===== src/hdl/notification_fragmenter_assert.svh =====
// ----------------------------------------------------------------------------
// notification fragmenter assertion macros
// shared concurrent assertion forms, clocked on clock, off during reset
// ----------------------------------------------------------------------------
`ifndef NOTIFICATION_FRAGMENTER_ASSERT_SVH
`define NOTIFICATION_FRAGMENTER_ASSERT_SVH

// same-cycle implication
`define NFRAG_ASSERT_IMP(lbl, ante, cons, msg) \
   lbl: assert property (@(posedge clock) disable iff (reset) (ante) |-> (cons)) \
      else $error(msg);

// next-cycle implication
`define NFRAG_ASSERT_NXT(lbl, ante, cons, msg) \
   lbl: assert property (@(posedge clock) disable iff (reset) (ante) |=> (cons)) \
      else $error(msg);

`endif


===== src/hdl/nfrag_pkg.sv =====
// ----------------------------------------------------------------------------
// nfrag_pkg
// item types, sequencer states and fixed constants of the fragmenter
// ----------------------------------------------------------------------------
`timescale 1ns / 1ps

package nfrag_pkg;

   localparam int LEN_W      = 12;
   localparam int MTU_W      = 10;
   localparam int PAYLOAD_W  = 9;
   localparam int DIVIDEND_W = 13;
   localparam int DIV_STEPS  = DIVIDEND_W;
   localparam int DIV_CNT_W  = $clog2(DIV_STEPS);

   localparam logic [MTU_W-1:0] MTU_MIN      = 10'd23;
   localparam logic [MTU_W-1:0] MTU_MAX      = 10'd517;
   localparam logic [MTU_W-1:0] MTU_RESET    = 10'd23;
   localparam logic [MTU_W-1:0] RAW_OVERHEAD = 10'd3;
   localparam logic [MTU_W-1:0] HDR_OVERHEAD = 10'd7;
   localparam logic [7:0]       HASH_BYTE    = 8'h23;

   // header byte slots
   localparam logic [1:0] HDR_IDX_HASH0  = 2'd0;
   localparam logic [1:0] HDR_IDX_HASH1  = 2'd1;
   localparam logic [1:0] HDR_IDX_TOTAL  = 2'd2;
   localparam logic [1:0] HDR_IDX_NUMBER = 2'd3;

   typedef struct packed {
      logic [7:0]       data_byte;
      logic [LEN_W-1:0] message_length;
   } req_item_type;

   typedef struct packed {
      logic [7:0] out_byte;
      logic       header_byte;
      logic       packet_end;
      logic       message_end;
   } rsp_item_type;

   typedef struct packed {
      logic busy;
      logic done;
   } div_status_type;

   typedef enum logic [3:0] {
      ST_IDLE = 4'b0001,
      ST_DIV  = 4'b0010,
      ST_HDR  = 4'b0100,
      ST_DATA = 4'b1000
   } nfrag_state_type;

endpackage


===== src/hdl/nfrag_div.sv =====
// ----------------------------------------------------------------------------
// nfrag_div
// restoring serial divider, one quotient bit per cycle, chunk count
// ----------------------------------------------------------------------------
`timescale 1ns / 1ps

`include "notification_fragmenter_assert.svh"

module nfrag_div
   import nfrag_pkg::*;
(
   input  logic                  clock,
   input  logic                  reset,
   input  logic                  start,
   input  logic [DIVIDEND_W-1:0] dividend,
   input  logic [PAYLOAD_W-1:0]  divisor,
   output logic [7:0]            quotient,
   output div_status_type        status
);

   logic                  busy_ff, busy_in;
   logic                  done_ff, done_in;
   logic [DIV_CNT_W-1:0]  cnt_ff, cnt_in;
   logic [PAYLOAD_W-1:0]  rem_ff, rem_in;
   logic [DIVIDEND_W-1:0] quo_ff, quo_in;
   logic [PAYLOAD_W-1:0]  dvs_ff, dvs_in;
   logic [PAYLOAD_W:0]    trial;
   logic                  fits;

   assign trial = {rem_ff, quo_ff[DIVIDEND_W-1]};
   assign fits  = (trial >= {1'b0, dvs_ff});

   always_comb begin
      busy_in = busy_ff;
      done_in = 1'b0;
      cnt_in  = cnt_ff;
      rem_in  = rem_ff;
      quo_in  = quo_ff;
      dvs_in  = dvs_ff;
      if (start) begin
         busy_in = 1'b1;
         cnt_in  = DIV_CNT_W'(DIV_STEPS - 1);
         rem_in  = '0;
         quo_in  = dividend;
         dvs_in  = divisor;
      end else if (busy_ff) begin
         rem_in = fits ? PAYLOAD_W'(trial - {1'b0, dvs_ff}) : PAYLOAD_W'(trial);
         quo_in = {quo_ff[DIVIDEND_W-2:0], fits};
         cnt_in = cnt_ff - 1'b1;
         if (cnt_ff == '0) begin
            busy_in = 1'b0;
            done_in = 1'b1;
         end
      end
   end

   always_ff @(posedge clock) begin
      if (reset) begin
         busy_ff <= 1'b0;
         done_ff <= 1'b0;
         cnt_ff  <= '0;
      end else begin
         busy_ff <= busy_in;
         done_ff <= done_in;
         cnt_ff  <= cnt_in;
      end
      rem_ff <= rem_in;
      quo_ff <= quo_in;
      dvs_ff <= dvs_in;
   end

   assign quotient    = quo_ff[7:0];
   assign status.busy = busy_ff;
   assign status.done = done_ff;

   `NFRAG_ASSERT_NXT(a_div_start_busy, start, busy_ff, "divider did not start")
   `NFRAG_ASSERT_IMP(a_div_done_idle, done_ff, !busy_ff, "divider done while busy")
   `NFRAG_ASSERT_IMP(a_div_rem_bound, busy_ff, rem_ff < dvs_ff, "partial remainder too large")

endmodule


===== src/hdl/notification_fragmenter.sv =====
// an accepted raw or mid-chunk byte goes via data_ff to the output register once that is free
// a byte that opens a chunk: its four header items are loaded first, then its data item
// the first byte of a cut message first waits for the 13 divider steps and takes the chunk count
// a new byte is taken only once the last is in the output register; a result stall holds the load
// reset: synchronous, active high; mtu back to 23, message state to start of message
`timescale 1ns / 1ps

// ----------------------------------------------------------------------------
// notification_fragmenter
// cuts a byte stream message into notification packets with '#' chunk headers
// ----------------------------------------------------------------------------

`include "notification_fragmenter_assert.svh"

module notification_fragmenter
   import nfrag_pkg::*;
#(
   parameter int MAX_MESSAGE = 4080
)
(
   input  logic               clock,
   input  logic               reset,
   input  logic               req_valid,
   output logic               req_stall,
   input  req_item_type       req_item,
   output logic               rsp_valid,
   input  logic               rsp_stall,
   output rsp_item_type       rsp_item,
   input  logic               csr_wr_en,
   input  logic [MTU_W-1:0]   csr_wr_data
);

   localparam logic [LEN_W-1:0] MAX_LEN = LEN_W'(MAX_MESSAGE);

   // sequencer and message state
   nfrag_state_type       state_ff, state_in;
   logic [MTU_W-1:0]      mtu_ff;
   logic [LEN_W-1:0]      pos_ff, pos_in;
   logic [LEN_W-1:0]      len_ff, len_in;
   logic                  frag_ff, frag_in;
   logic [PAYLOAD_W-1:0]  payload_ff, payload_in;
   logic [7:0]            total_ff, total_in;
   logic [7:0]            chunk_ff, chunk_in;
   logic [PAYLOAD_W-1:0]  bic_ff, bic_in;
   logic [7:0]            data_ff, data_in;
   logic [1:0]            hdr_idx_ff, hdr_idx_in;

   // output register, parts the sequencer from the result side
   logic                  rsp_valid_ff, rsp_valid_in;
   rsp_item_type          rsp_item_ff, rsp_item_in;
   logic                  can_load;

   // message-start setup
   logic [LEN_W-1:0]      len_fix;
   logic [MTU_W-1:0]      mtu_clamp;
   logic [PAYLOAD_W-1:0]  payload_new;
   logic                  start_frag;
   logic                  accept;

   // data byte flags
   logic                  last_msg;
   logic                  last_in_chunk;

   // chunk count divider
   logic                  div_start;
   logic [DIVIDEND_W-1:0] div_dividend;
   logic [7:0]            div_quotient;
   div_status_type        div_status;

   assign accept   = (state_ff == ST_IDLE) && req_valid;
   assign can_load = !rsp_valid_ff || !rsp_stall;

   // zero length acts as one byte, long messages saturate
   always_comb begin
      if (req_item.message_length == '0) begin
         len_fix = LEN_W'(1);
      end else if (req_item.message_length > MAX_LEN) begin
         len_fix = MAX_LEN;
      end else begin
         len_fix = req_item.message_length;
      end
   end

   // mtu outside the legal range is clamped at message start
   always_comb begin
      if (mtu_ff < MTU_MIN) begin
         mtu_clamp = MTU_MIN;
      end else if (mtu_ff > MTU_MAX) begin
         mtu_clamp = MTU_MAX;
      end else begin
         mtu_clamp = mtu_ff;
      end
   end

   assign payload_new  = PAYLOAD_W'(mtu_clamp - HDR_OVERHEAD);
   assign start_frag   = (len_fix > {{(LEN_W-MTU_W){1'b0}}, mtu_clamp - RAW_OVERHEAD});
   // ceiling divide: (len + payload - 1) / payload
   assign div_dividend = DIVIDEND_W'(len_fix) + DIVIDEND_W'(payload_new)
                         - DIVIDEND_W'(1);

   assign last_msg      = (DIVIDEND_W'(pos_ff) + DIVIDEND_W'(1)) >= DIVIDEND_W'(len_ff);
   assign last_in_chunk = ({1'b0, bic_ff} + 1'b1) >= {1'b0, payload_ff};

   nfrag_div u_div (
      .clock    (clock),
      .reset    (reset),
      .start    (div_start),
      .dividend (div_dividend),
      .divisor  (payload_new),
      .quotient (div_quotient),
      .status   (div_status)
   );

   always_comb begin
      state_in     = state_ff;
      pos_in       = pos_ff;
      len_in       = len_ff;
      frag_in      = frag_ff;
      payload_in   = payload_ff;
      total_in     = total_ff;
      chunk_in     = chunk_ff;
      bic_in       = bic_ff;
      data_in      = data_ff;
      hdr_idx_in   = hdr_idx_ff;
      div_start    = 1'b0;
      rsp_item_in  = rsp_item_ff;
      rsp_valid_in = rsp_valid_ff && rsp_stall;

      case (state_ff)
         ST_IDLE: begin
            if (accept) begin
               data_in    = req_item.data_byte;
               hdr_idx_in = HDR_IDX_HASH0;
               if (pos_ff == '0) begin
                  // first byte latches the message setup
                  len_in     = len_fix;
                  bic_in     = '0;
                  frag_in    = start_frag;
                  payload_in = start_frag ? payload_new : '0;
                  total_in   = '0;
                  chunk_in   = start_frag ? 8'd1 : 8'd0;
                  div_start  = start_frag;
                  state_in   = start_frag ? ST_DIV : ST_DATA;
               end else begin
                  state_in = (frag_ff && bic_ff == '0) ? ST_HDR : ST_DATA;
               end
            end
         end
         ST_DIV: begin
            if (div_status.done) begin
               total_in = div_quotient;
               state_in = ST_HDR;
            end
         end
         ST_HDR: begin
            if (can_load) begin
               rsp_valid_in            = 1'b1;
               rsp_item_in.header_byte = 1'b1;
               rsp_item_in.packet_end  = 1'b0;
               rsp_item_in.message_end = 1'b0;
               case (hdr_idx_ff)
                  HDR_IDX_HASH0:  rsp_item_in.out_byte = HASH_BYTE;
                  HDR_IDX_HASH1:  rsp_item_in.out_byte = HASH_BYTE;
                  HDR_IDX_TOTAL:  rsp_item_in.out_byte = total_ff;
                  HDR_IDX_NUMBER: rsp_item_in.out_byte = chunk_ff;
                  default:        rsp_item_in.out_byte = HASH_BYTE;
               endcase
               hdr_idx_in = hdr_idx_ff + 1'b1;
               if (hdr_idx_ff == HDR_IDX_NUMBER) begin
                  state_in = ST_DATA;
               end
            end
         end
         ST_DATA: begin
            if (can_load) begin
               rsp_valid_in            = 1'b1;
               rsp_item_in.out_byte    = data_ff;
               rsp_item_in.header_byte = 1'b0;
               rsp_item_in.packet_end  = last_msg || (frag_ff && last_in_chunk);
               rsp_item_in.message_end = last_msg;
               state_in                = ST_IDLE;
               if (last_msg) begin
                  pos_in = '0;
                  bic_in = '0;
               end else begin
                  pos_in = pos_ff + 1'b1;
                  if (frag_ff) begin
                     if (last_in_chunk) begin
                        bic_in   = '0;
                        chunk_in = chunk_ff + 1'b1;
                     end else begin
                        bic_in = bic_ff + 1'b1;
                     end
                  end
               end
            end
         end
         default: begin
            state_in = ST_IDLE;
         end
      endcase
   end

   always_ff @(posedge clock) begin
      if (reset) begin
         state_ff     <= ST_IDLE;
         mtu_ff       <= MTU_RESET;
         pos_ff       <= '0;
         len_ff       <= '0;
         frag_ff      <= 1'b0;
         payload_ff   <= '0;
         total_ff     <= '0;
         chunk_ff     <= '0;
         bic_ff       <= '0;
         hdr_idx_ff   <= HDR_IDX_HASH0;
         rsp_valid_ff <= 1'b0;
      end else begin
         state_ff     <= state_in;
         if (csr_wr_en) begin
            mtu_ff <= csr_wr_data;
         end
         pos_ff       <= pos_in;
         len_ff       <= len_in;
         frag_ff      <= frag_in;
         payload_ff   <= payload_in;
         total_ff     <= total_in;
         chunk_ff     <= chunk_in;
         bic_ff       <= bic_in;
         hdr_idx_ff   <= hdr_idx_in;
         rsp_valid_ff <= rsp_valid_in;
      end
      data_ff     <= data_in;
      rsp_item_ff <= rsp_item_in;
   end

   // busy until the byte in hand is loaded into the output register
   assign req_stall = (state_ff != ST_IDLE);
   assign rsp_valid = rsp_valid_ff;
   assign rsp_item  = rsp_item_ff;

   `NFRAG_ASSERT_IMP(a_div_wait, state_ff == ST_DIV, div_status.busy || div_status.done, "waiting on idle divider")
   `NFRAG_ASSERT_IMP(a_hdr_no_end, rsp_valid_ff && rsp_item_ff.header_byte, !rsp_item_ff.packet_end && !rsp_item_ff.message_end, "header item marks an end")
   `NFRAG_ASSERT_IMP(a_msg_end_pkt, rsp_valid_ff && rsp_item_ff.message_end, rsp_item_ff.packet_end, "message end without packet end")
   `NFRAG_ASSERT_IMP(a_chunk_bound, frag_ff, bic_ff < payload_ff, "chunk position past chunk size")

endmodule


===== config.mk =====
export PLATFORM = sky130hd
export DESIGN_NAME = notification_fragmenter
export DESIGN_NICKNAME = d
export VERILOG_FILES = /design/src/hdl/nfrag_pkg.sv /design/src/hdl/nfrag_div.sv /design/src/hdl/notification_fragmenter.sv
export VERILOG_INCLUDE_DIRS = /design/src /design/src/hdl
export SDC_FILE = /design/constraint.sdc
export NUM_CORES = 1
export LEC_CHECK = 0
export BUFFER_PORTS_ARGS = -buffer_cell sky130_fd_sc_hd__buf_4
export CAP_MARGIN = 0
export CORE_MARGIN = 2
export CORE_UTILIZATION = 35
export CTS_BUF_LIST = sky130_fd_sc_hd__clkbuf_16
export DETAILED_ROUTE_END_ITERATION = 7
export MAX_ROUTING_LAYER = met4
export SLEW_MARGIN = 20
export SYNTH_ARGS = -nofsm -noshare
export SYNTH_HDL_FRONTEND = slang
export SYNTH_SLANG_ARGS = --single-unit

===== constraint.sdc =====
create_clock -name clock -period 5.16 [get_ports clock]
set_input_delay 1.032 -clock clock [delete_from_list [all_inputs] [get_ports clock]]
set_output_delay 1.032 -clock clock [all_outputs]
set_load 0.02 [all_outputs]

==> impl_metrics.yaml, run 1 <==
run_status:
  status: "completed"
finish:
  fin_cells: 1275
  stdcell_area_um2: 9251
  final_util_pct: 41.11
  nets: 1085
  antenna_cells: 0
  area_delta_synth_final_pct: 15.80
  fillCellCount: 2244
  drive_gt1_share_pct: 11.21
global_routing:
  busiest_layer: "met2"
  grtUsageMet3_pct: 2.953
  first_global_vias: 6532
  gr-total-overflow: 0
  grt_pass1_wl_um: 31730
  grt_usage_pct: 16.95
  use_met1_pct: 20.74
  antenna_found_initial: 0
  gr-usage-met2_pct: 28.53
  grt_max_degree: 71
detailed_routing:
  routedWlPerCell_um: 15.11
  drtAntennaViolNets: 0
  drt_iter0_markers: 337
  drc: 0
  via_count: 6600
  first_pass_iters: 4
  wl_um: 19270
  routed_via_density: 5.176
logic_synthesis:
  synthesis.nets: 1048
  ys_warn_count: 0
  synth_cell_types: 59
  syn_avg_cell_area_um2: 8.499
  synth-seq-cells: 132
  synth_ff_type: "dfxtp_1"
  async_reset_ff_share_pct: 0
  synth_area_um2: 7989
  ys_seq_area_share_pct: 38.21
  synth_cells: 940
  synth-edff-count: 41
placement:
  dpl.hpwl_um: 14120
  post_dp_cell_area_um2: 8611
  place_ws_ns: 0.3857
  place_inst: 1241
  place.gp.congestion: 0.8967
  place.port_buffers: 47
clock_network:
  worst_skew_pair.late_latency_ns: 0.43
  numCtsBuffers: 17
  cts_tree: "built"
  cts_hold_buf: 0
  cts_root_buf: "clkbuf_16"
  h-tree-depth: 4
  clkTransAtPathRegs_ns: 0.07
  clock_path_buffers: 2
  clock_sinks: 132
worst_setup_path:
  cp_common_cell: "ha_1"
  end_kind: "flip-flop"
  slowest_delay_ns: 0.45
  cpMaxStageDelayCell: "or3_1"
  worst-setup-path-type: "flip-flop to flip-flop"
  cp-start-kind: "flip-flop"
  crit_fanout: 11
  cp_top_family: "simple AND/OR/NAND/NOR gates"
  crit_arrival_ns: 4.85
  path_cells: "nor2_1, a31oi_1, or3_1, ha_1, nor3_1, o21ai_0, xnor2_1, nand2_1, ha_1, and3_1, nand3_1, o21bai_1, a311o_1, o211ai_1, nand2_2, inv_1, buf_4"
  cp.required_ns: 5.28
  crit_buf_inv: 2
worst_hold_path:
  min_path_type: "flip-flop to flip-flop"
floorplan:
  ioPinCount: 48
  die_w_um: 155.1
  start_util_pct: 35.50
  die_area_um2: 24050
  num_rows: 55
  chipHeight_um: 155.1
  fp.coreArea_um2: 22500
timing:
  skew_ns: 0.01725
  fin_ws_ns: 0.4343
  fmax_mhz: 211.6
  holdWs_ns: 0.4517
  tightestPinTransition_ns: 0.8903
  hold_viol: 0
  fin_crit_sh_pct: 91.58
  slew_violations: 0
  tns_ns: 0
  slew_headroom_pct: 40.29
  setup-violations-final: 0
  grt_setup_unrepaired: "false"
  period_minus_slack_ns: 4.726
pwr:
  ir_worst_vdd_mv: 0.2483
  p_leak_nw: 3.779
  power_mw: 3.847
  cellPowerDensity_nw_per_um2: 415.8
run:
  cap_viol_max_count: 0
-- placed cells by master (no fill, tap or decap), types with 12 or more instances in the layout --
cell,synthesis,final
o21ai_0,55,55
inv_1,87,87
buf_4,1,61
nand2b_1,14,14
nor4_1,12,12
a21o_1,14,14
xnor2_1,22,22
nand3_1,34,34
xor2_1,16,16
a21oi_1,94,93
nor2_1,67,67
edfxtp_1,41,41
ha_1,71,71
dfxtp_1,91,91
nor3_1,17,17
mux2i_1,17,17
nand2_1,105,105
clkbuf_16,0,17
-- metal layers --
layer  wire [um]  part of all wire, %  up-vias
li1            -                    -     3389
met1        8992                   47     3126
met2        9564                   50       72
met3         561                  2.9       13
met4         152                 0.79        0
met5           0                    0        -
-- path summary, 6_finish.rpt --
kind            startpoint         endpoint  slack (ns)  depth (start not counted)
min          payload_ff[5]    payload_ff[5]        0.45                          2
max              mtu_ff[3]  u_div.dvs_ff[8]        0.43                         17
min reg2reg  payload_ff[5]    payload_ff[5]        0.45                          2
max reg2reg      mtu_ff[3]  u_div.dvs_ff[8]        0.43                         17
-- tightest hold or removal path, delay by kind of cell (launching register included) --
kind	cells	cell delay (ns)
and+or+nand+nor	1	0.05
AOI/OAI and AO/OA	1	0.05
DFF	1	0.31
-- what timing repair did --
action	in CTS	in global routing
setup buffers	0	2
gates resized for setup	0	2
setup endpoints to repair	0	21
-- where the power goes --
group          internal, mW  switching, mW  leakage [nW]
sequential             1.28          0.116          1.12
clock                 0.695          0.543         0.295
combinational         0.486          0.732          2.36
-- cell type report --
type,instances,area [um2],share of cell area [%]
Sequential cell,132,3053,33.00
Inverter,87,326.6,3.530
Clock inverter,15,183.9,1.988
Clock buffer,17,425.4,4.598
Tap cell,285,356.6,3.854
Multi-Input combinational cell,678,4448,48.08
Timing Repair Buffer,61,457.9,4.950
-- synth_stat cells (12+ instances only) --
master / count / area [um2]
nand2_1: 105 / 394.1
a21oi_1: 94 / 470.5
dfxtp_1: 91 / 1822
inv_1: 87 / 326.6
ha_1: 71 / 888.4
nor2_1: 67 / 251.5
o21ai_0: 55 / 275.3
edfxtp_1: 41 / 1231
nand3_1: 34 / 170.2
clkbuf_1: 32 / 120.1
xnor2_1: 22 / 192.7
mux2i_1: 17 / 170.2
nor3_1: 17 / 85.08
xor2_1: 16 / 140.1
a21o_1: 14 / 105.1
nand2b_1: 14 / 87.58
nor4_1: 12 / 75.07
-- sequential cells by signal (all words and copies together), names as in the netlist --
signal         flops
chunk_ff           8
state_ff           4
u_div.busy_ff      1
frag_ff            1
data_ff            8
u_div.quo_ff      13
u_div.cnt_ff       4
total_ff           8
rsp_valid          1
u_div.dvs_ff       9
u_div.rem_ff       9
rsp_item          11
pos_ff            12
mtu_ff            10
hdr_idx_ff         2
payload_ff         9
len_ff            12
u_div.done_ff      1
bic_ff             9
-- logic make-up after synthesis --
group	count (synthesis)	synth area share, %
AOI/OAI and AO/OA	232	17.76
buffers and inverters	130	6.312
and+or+nand+nor	316	19.51
DFF	132	38.21
adders and majority gates	73	11.62
muxes	19	2.412
xor gates and xnor gates	38	4.166
No activity file was read; power rests on OpenSTA's default activity.
==> run 2: changes to the inputs <==
--- a/config.mk
+++ b/config.mk
@@ -9,10 +9,11 @@
 export BUFFER_PORTS_ARGS = -buffer_cell sky130_fd_sc_hd__buf_4
 export CAP_MARGIN = 0
 export CORE_MARGIN = 2
-export CORE_UTILIZATION = 35
+export CORE_UTILIZATION = 55
 export CTS_BUF_LIST = sky130_fd_sc_hd__clkbuf_16
 export DETAILED_ROUTE_END_ITERATION = 7
 export MAX_ROUTING_LAYER = met4
+export PLACE_DENSITY = 0.73
 export SLEW_MARGIN = 20
 export SYNTH_ARGS = -nofsm -noshare
 export SYNTH_HDL_FRONTEND = slang
==> run 2 against run 1 <==
Flip-flop and latch count did not move. Total power fell by 0.35%. Maximum frequency rose by 0.69%. First-iteration DRC count rose by 48%. Core utilization is 22 points higher. Cell count is 8.2% lower. Via count is 0.59% higher. Sequential share of layout area is 0.61 points higher. Combinational power barely moved. Clock power hardly changed. Critical path type unchanged.
==> impl_metrics.yaml, run 2 (synthesis results as in run 1) <==
worst_setup_path:
  crit_arrival_ns: 4.82
  r2r_end: "u_div.dvs_ff[8]"
  crit_fanout: 11
  cp.required_ns: 5.28
  cp-start-kind: "flip-flop"
  worst-setup-path-type: "flip-flop to flip-flop"
  rr_worst_depth: 17
  end_kind: "flip-flop"
  r2r_slack_ns: 0.47
  rr_startpoint: "mtu_ff[3]"
finish:
  fin_cells: 1170
  stdcell_area_um2: 9082
  final_util_pct: 63.21
  area_delta_synth_final_pct: 13.69
  nets: 1081
  largest_reg_flops: 13
  mostFrequentLayoutCell: "nand2_1"
  final_cell_mix: "nand2_1 (105), a21oi_1 (93), dfxtp_1 (91)"
  top_register: "u_div.quo_ff"
  drive_gt1_share_pct: 10.75
  antenna_cells: 0
  largestRegisters: "u_div.quo_ff: 13 flops, len_ff: 12 flops, pos_ff: 12 flops"
placement:
  place.port_buffers: 47
  post_dp_cell_area_um2: 8469
  place_ws_ns: 0.4475
  dpl.hpwl_um: 12910
  place.gp.congestion: 0.9332
  place_inst: 1138
worst_hold_path:
  min_path_type: "flip-flop to flip-flop"
  hold_path_depth: 2
  min-delay-start: "payload_ff[5]"
  min_to: "payload_ff[5]"
timing:
  skew_ns: 0.01036
  fin_crit_sh_pct: 90.96
  holdWs_ns: 0.4560
  tightestPinTransition_ns: 0.8478
  slew_violations: 0
  slew_headroom_pct: 42.69
  fin_ws_ns: 0.4667
  tns_ns: 0
  setup-violations-final: 0
  grt_setup_unrepaired: "false"
  hold_viol: 0
  fmax_mhz: 213.1
  period_minus_slack_ns: 4.693
clock_network:
  clkTransAtPathRegs_ns: 0.06
  cts_tree: "built"
  numCtsBuffers: 17
  cts_root_buf: "clkbuf_16"
  post_cts_buffers: 0
  cts_resized: 0
  cts_hold_buf: 0
  worst_skew_pair.late_latency_ns: 0.43
  clock_path_buffers: 2
  h-tree-depth: 4
  clock_sinks: 132
detailed_routing:
  via_count: 6639
  drc: 0
  routedWlPerCell_um: 15.33
  drt_iter0_markers: 498
  wl_um: 17930
  first_pass_iters: 5
  drtAntennaViolNets: 0
  routed_via_density: 5.674
pwr:
  pwr-share-seq_pct: 36.3
  power_mw: 3.834
  combPwrFrac_pct: 31.2
  clkPwrFrac_pct: 32.4
  ir_worst_vdd_mv: 0.2742
  switchingPower_mw: 1.313
  p_leak_nw: 3.752
  cellPowerDensity_nw_per_um2: 422.1
  intPower_mw: 2.521
  p_sw_share_pct: 34.24
global_routing:
  antenna_found_initial: 0
  gr-total-overflow: 0
  grt_usage_pct: 24.71
  grt_max_degree: 71
  grt_pass1_wl_um: 30300
  first_global_vias: 6304
floorplan:
  fp.coreArea_um2: 14370
  chipHeight_um: 124.5
  ioPinCount: 48
  num_rows: 44
  start_util_pct: 55.60
  die_area_um2: 15510
  die_w_um: 124.5
run_status:
  status: "completed"
run:
  cap_viol_max_count: 0
run 2: cell count changes in the layout (fill, tap and decap cells not counted), sizes merged:
cell,change
buf,-4
bufinv,+2
clkinvlp,+2
inv,-4
run 2: worst max-delay path: stages (launching register included):
cell and delay [ns]:
dfxtp_1 0.37, nor2_1 0.36, a31oi_1 0.26, or3_1 0.45, ha_1 0.27, nor3_1 0.34
o21ai_0 0.19, xnor2_1 0.16, nand2_1 0.07, ha_1 0.29, and3_1 0.19, nand3_1 0.10
o21bai_1 0.16, a311o_1 0.31, o211ai_1 0.17, nand2_2 0.08, inv_1 0.33, buf_4 0.26
run 2: metal layers:
layer / share of wire (%) / global-route usage (%) / vias up
met1: 46 / 31.19 / 3097
met3: 4.3 / 4.983 / 25
met2: 48 / 40.57 / 140
met5: 0 / - / -
li1: - / - / 3377
met4: 1.8 / 6.874 / 0
run 2: power by group through the flow:
stage / Clock, mW / Sequential, mW / Combinational (mW)
floorplan: 0 / 1.37 / 0.911
global placement: 0 / 1.41 / 1.16
detailed placement: 0 / 1.41 / 1.18
CTS: 1.26 / 1.39 / 1.19
global route: 1.31 / 1.41 / 1.36
finish: 1.24 / 1.39 / 1.20
run 2: how the worst max path moves through the flow:
stage	startpoint	endpoint	slack, ns
floorplan	mtu_ff[5]	u_div.quo_ff[0]	0.69
global placement	mtu_ff[3]	u_div.dvs_ff[5]	0.58
detailed placement	mtu_ff[5]	u_div.quo_ff[12]	0.45
CTS	mtu_ff[5]	u_div.quo_ff[12]	0.41
global route	mtu_ff[3]	u_div.quo_ff[8]	0.04
finish	mtu_ff[3]	u_div.dvs_ff[8]	0.47
run 2: cell type report:
class | instances | area, um2
Multi-Input combinational cell | 678 | 4441
Clock inverter | 15 | 178.9
Sequential cell | 132 | 3053
Fill cell | 1244 | 5286
Clock buffer | 17 | 425.4
Inverter | 87 | 326.6
Timing Repair Buffer | 57 | 427.9
Tap cell | 184 | 230.2
==> run 3: changes to the inputs <==
--- a/config.mk
+++ b/config.mk
@@ -12,6 +12,7 @@
 export CORE_UTILIZATION = 55
 export CTS_BUF_LIST = sky130_fd_sc_hd__clkbuf_16
 export DETAILED_ROUTE_END_ITERATION = 7
+export GPL_TIMING_DRIVEN = 0
 export MAX_ROUTING_LAYER = met4
 export PLACE_DENSITY = 0.73
 export SLEW_MARGIN = 20
==> run 3 against run 2 <==
Critical path depth up 1. Clock skew is 0.0024 ns lower. Register-to-register slack worse by 0.11 ns. Die area did not move. Sequential share of layout area down 0.32 points. Worst setup slack lost 0.11 ns. Critical endpoint is now u_div.quo_ff[0].
==> impl_metrics.yaml, run 3 (synthesis results as in run 1) <==
floorplan:
  start_util_pct: 55.60
  die_area_um2: 15510
  chipHeight_um: 124.5
  num_rows: 44
  fp.coreArea_um2: 14370
  ioPinCount: 48
  die_w_um: 124.5
finish:
  final_cell_mix: "nand2_1 (105), a21oi_1 (93), dfxtp_1 (91)"
  drive_gt1_share_pct: 10.69
  mostFrequentLayoutCell: "nand2_1"
  antenna_cells: 0
  largestRegisters: "u_div.quo_ff: 13 flops, len_ff: 12 flops, pos_ff: 12 flops"
  final_util_pct: 63.82
  fin_cells: 1204
  nets: 1115
  largest_reg_flops: 13
  top_register: "u_div.quo_ff"
  area_delta_synth_final_pct: 14.78
clock_network:
  numCtsBuffers: 17
  cts_tree: "built"
  h-tree-depth: 4
  cts_root_buf: "clkbuf_16"
  worst_skew_pair.late_latency_ns: 0.44
  clock_path_buffers: 2
  clkTransAtPathRegs_ns: 0.06
  cts_hold_buf: 0
  clock_sinks: 132
worst_setup_path:
  cpMaxStageDelayCell: "or3_1"
  crit_buf_inv: 2
  r2r_end: "u_div.quo_ff[0]"
  slowest_delay_ns: 0.46
  end_kind: "flip-flop"
  r2r_slack_ns: 0.35
  worst-setup-path-type: "flip-flop to flip-flop"
  cp_common_cell: "ha_1"
  crit_arrival_ns: 4.99
  rr_startpoint: "mtu_ff[6]"
  cp_top_family: "simple AND/OR/NAND/NOR gates"
  cp-start-kind: "flip-flop"
  cp.required_ns: 5.34
  path_cells: "nor4_4, a31oi_1, or3_1, ha_1, nor3_1, o21ai_0, xnor2_1, nand2_1, ha_1, and3_1, nand3_1, o21bai_1, a311o_1, o211ai_1, nand2_2, inv_1, buf_4, a21oi_1"
  rr_worst_depth: 18
  crit_fanout: 18
global_routing:
  antenna_found_initial: 0
  grt_max_degree: 19
  first_global_vias: 6564
  grt_pass1_wl_um: 31640
  gr-total-overflow: 0
  grt_usage_pct: 25.98
detailed_routing:
  routed_via_density: 5.732
  first_pass_iters: 6
  drtAntennaViolNets: 0
  drc: 0
  drt_iter0_markers: 577
  routedWlPerCell_um: 15.84
  via_count: 6901
  wl_um: 19070
timing:
  tightestPinTransition_ns: 0.9746
  holdWs_ns: 0.4540
  slew_headroom_pct: 34.86
  skew_ns: 0.007942
  fin_crit_sh_pct: 93.16
  tns_ns: 0
  grt_setup_unrepaired: "false"
  hold_viol: 0
  setup-violations-final: 0
  fmax_mhz: 208.0
  slew_violations: 0
  period_minus_slack_ns: 4.807
pwr:
  p_leak_nw: 3.772
  p_sw_share_pct: 36.29
  intPower_mw: 2.389
  combPwrFrac_pct: 33.0
  cellPowerDensity_nw_per_um2: 408.8
  clkPwrFrac_pct: 30.2
  ir_worst_vdd_mv: 0.2479
  pwr-share-seq_pct: 36.8
  switchingPower_mw: 1.360
run:
  cap_viol_max_count: 0
placement:
  dpl.hpwl_um: 14130
  place_inst: 1169
  place.gp.congestion: 0.9062
  place.port_buffers: 45
run_status:
  status: "completed"
worst_hold_path:
  min_to: "len_ff[8]"
  min_path_type: "flip-flop to flip-flop"
  hold_path_depth: 2
  min-delay-start: "len_ff[8]"
==> run 3: cell types whose count changed in the layout (fill, tap and decap cells not counted), moves of 3 or more <==
cell	before	now
buf_1	0	5
buf_2	0	4
buf_4	57	49
bufinv_16	3	0
clkbuf_1	0	29
clkinv_4	2	8
inv_6	4	1
inv_8	0	3
==> run 3: tightest hold or removal path, stage by stage, from the launching register on <==
cell	delay, ns
dfxtp_1	0.31
nand2_1	0.05
a21oi_1	0.05
==> run 3: timing repair <==
| action | in CTS | in global routing |
|---|---|---|
| endpoints found under the setup margin | 37 | 44 |
| gates cloned | 0 | 1 |
| buffers inserted | 1 | 2 |
| pin swaps | 1 | 1 |
| resized for setup | 2 | 7 |
==> run 3: metrics by stage <==
stage,cell area (um2),total power [mW],worst slack [ns]
CTS,9123,3.744,0.1452
global route,9170,3.982,0.007816
global placement,8557,2.582,-0.1994
floorplan,7989,2.286,0.6945
detailed placement,8557,2.610,-0.1928
finish,9170,3.749,0.3532
==> run 3: metal layers <==
metal / vias up / wire [um] / global-route usage [%]
met2: 192 / 8947 / 41.21
li1: 3465 / - / -
met3: 38 / 1008 / 4.940
met1: 3206 / 8619 / 32.77
met5: - / 0 / -
met4: 0 / 497 / 10.71
==> run 3: power by group through the flow <==
stage | clock network [mW] | logic (mW) | registers, mW
finish | 1.13 | 1.24 | 1.38
global route | 1.19 | 1.39 | 1.40
CTS | 1.14 | 1.22 | 1.38
detailed placement | 0 | 1.21 | 1.40
global placement | 0 | 1.19 | 1.39
floorplan | 0 | 0.911 | 1.37
==> run 3: cell type report <==
class                      count  area (um2)
fill                        1212        5199
tap                          184       230.2
clock buffer                  17       425.4
timing repair buffer          48       360.3
buffer                        42       176.4
inverter                      87       326.6
clock inverter                15       128.9
sequential                   132        3053
multi-input combinational    679        4469
==> run 3: worst max-delay path by stage <==
stage / startpoint / end / cells past startpoint
finish: mtu_ff[6] / u_div.quo_ff[0] / 18
global route: mtu_ff[6] / u_div.quo_ff[0] / 19
CTS: mtu_ff[5] / u_div.quo_ff[12] / 20
detailed placement: mtu_ff[5] / u_div.quo_ff[10] / 17
global placement: mtu_ff[5] / u_div.quo_ff[11] / 17
floorplan: mtu_ff[5] / u_div.quo_ff[0] / 17
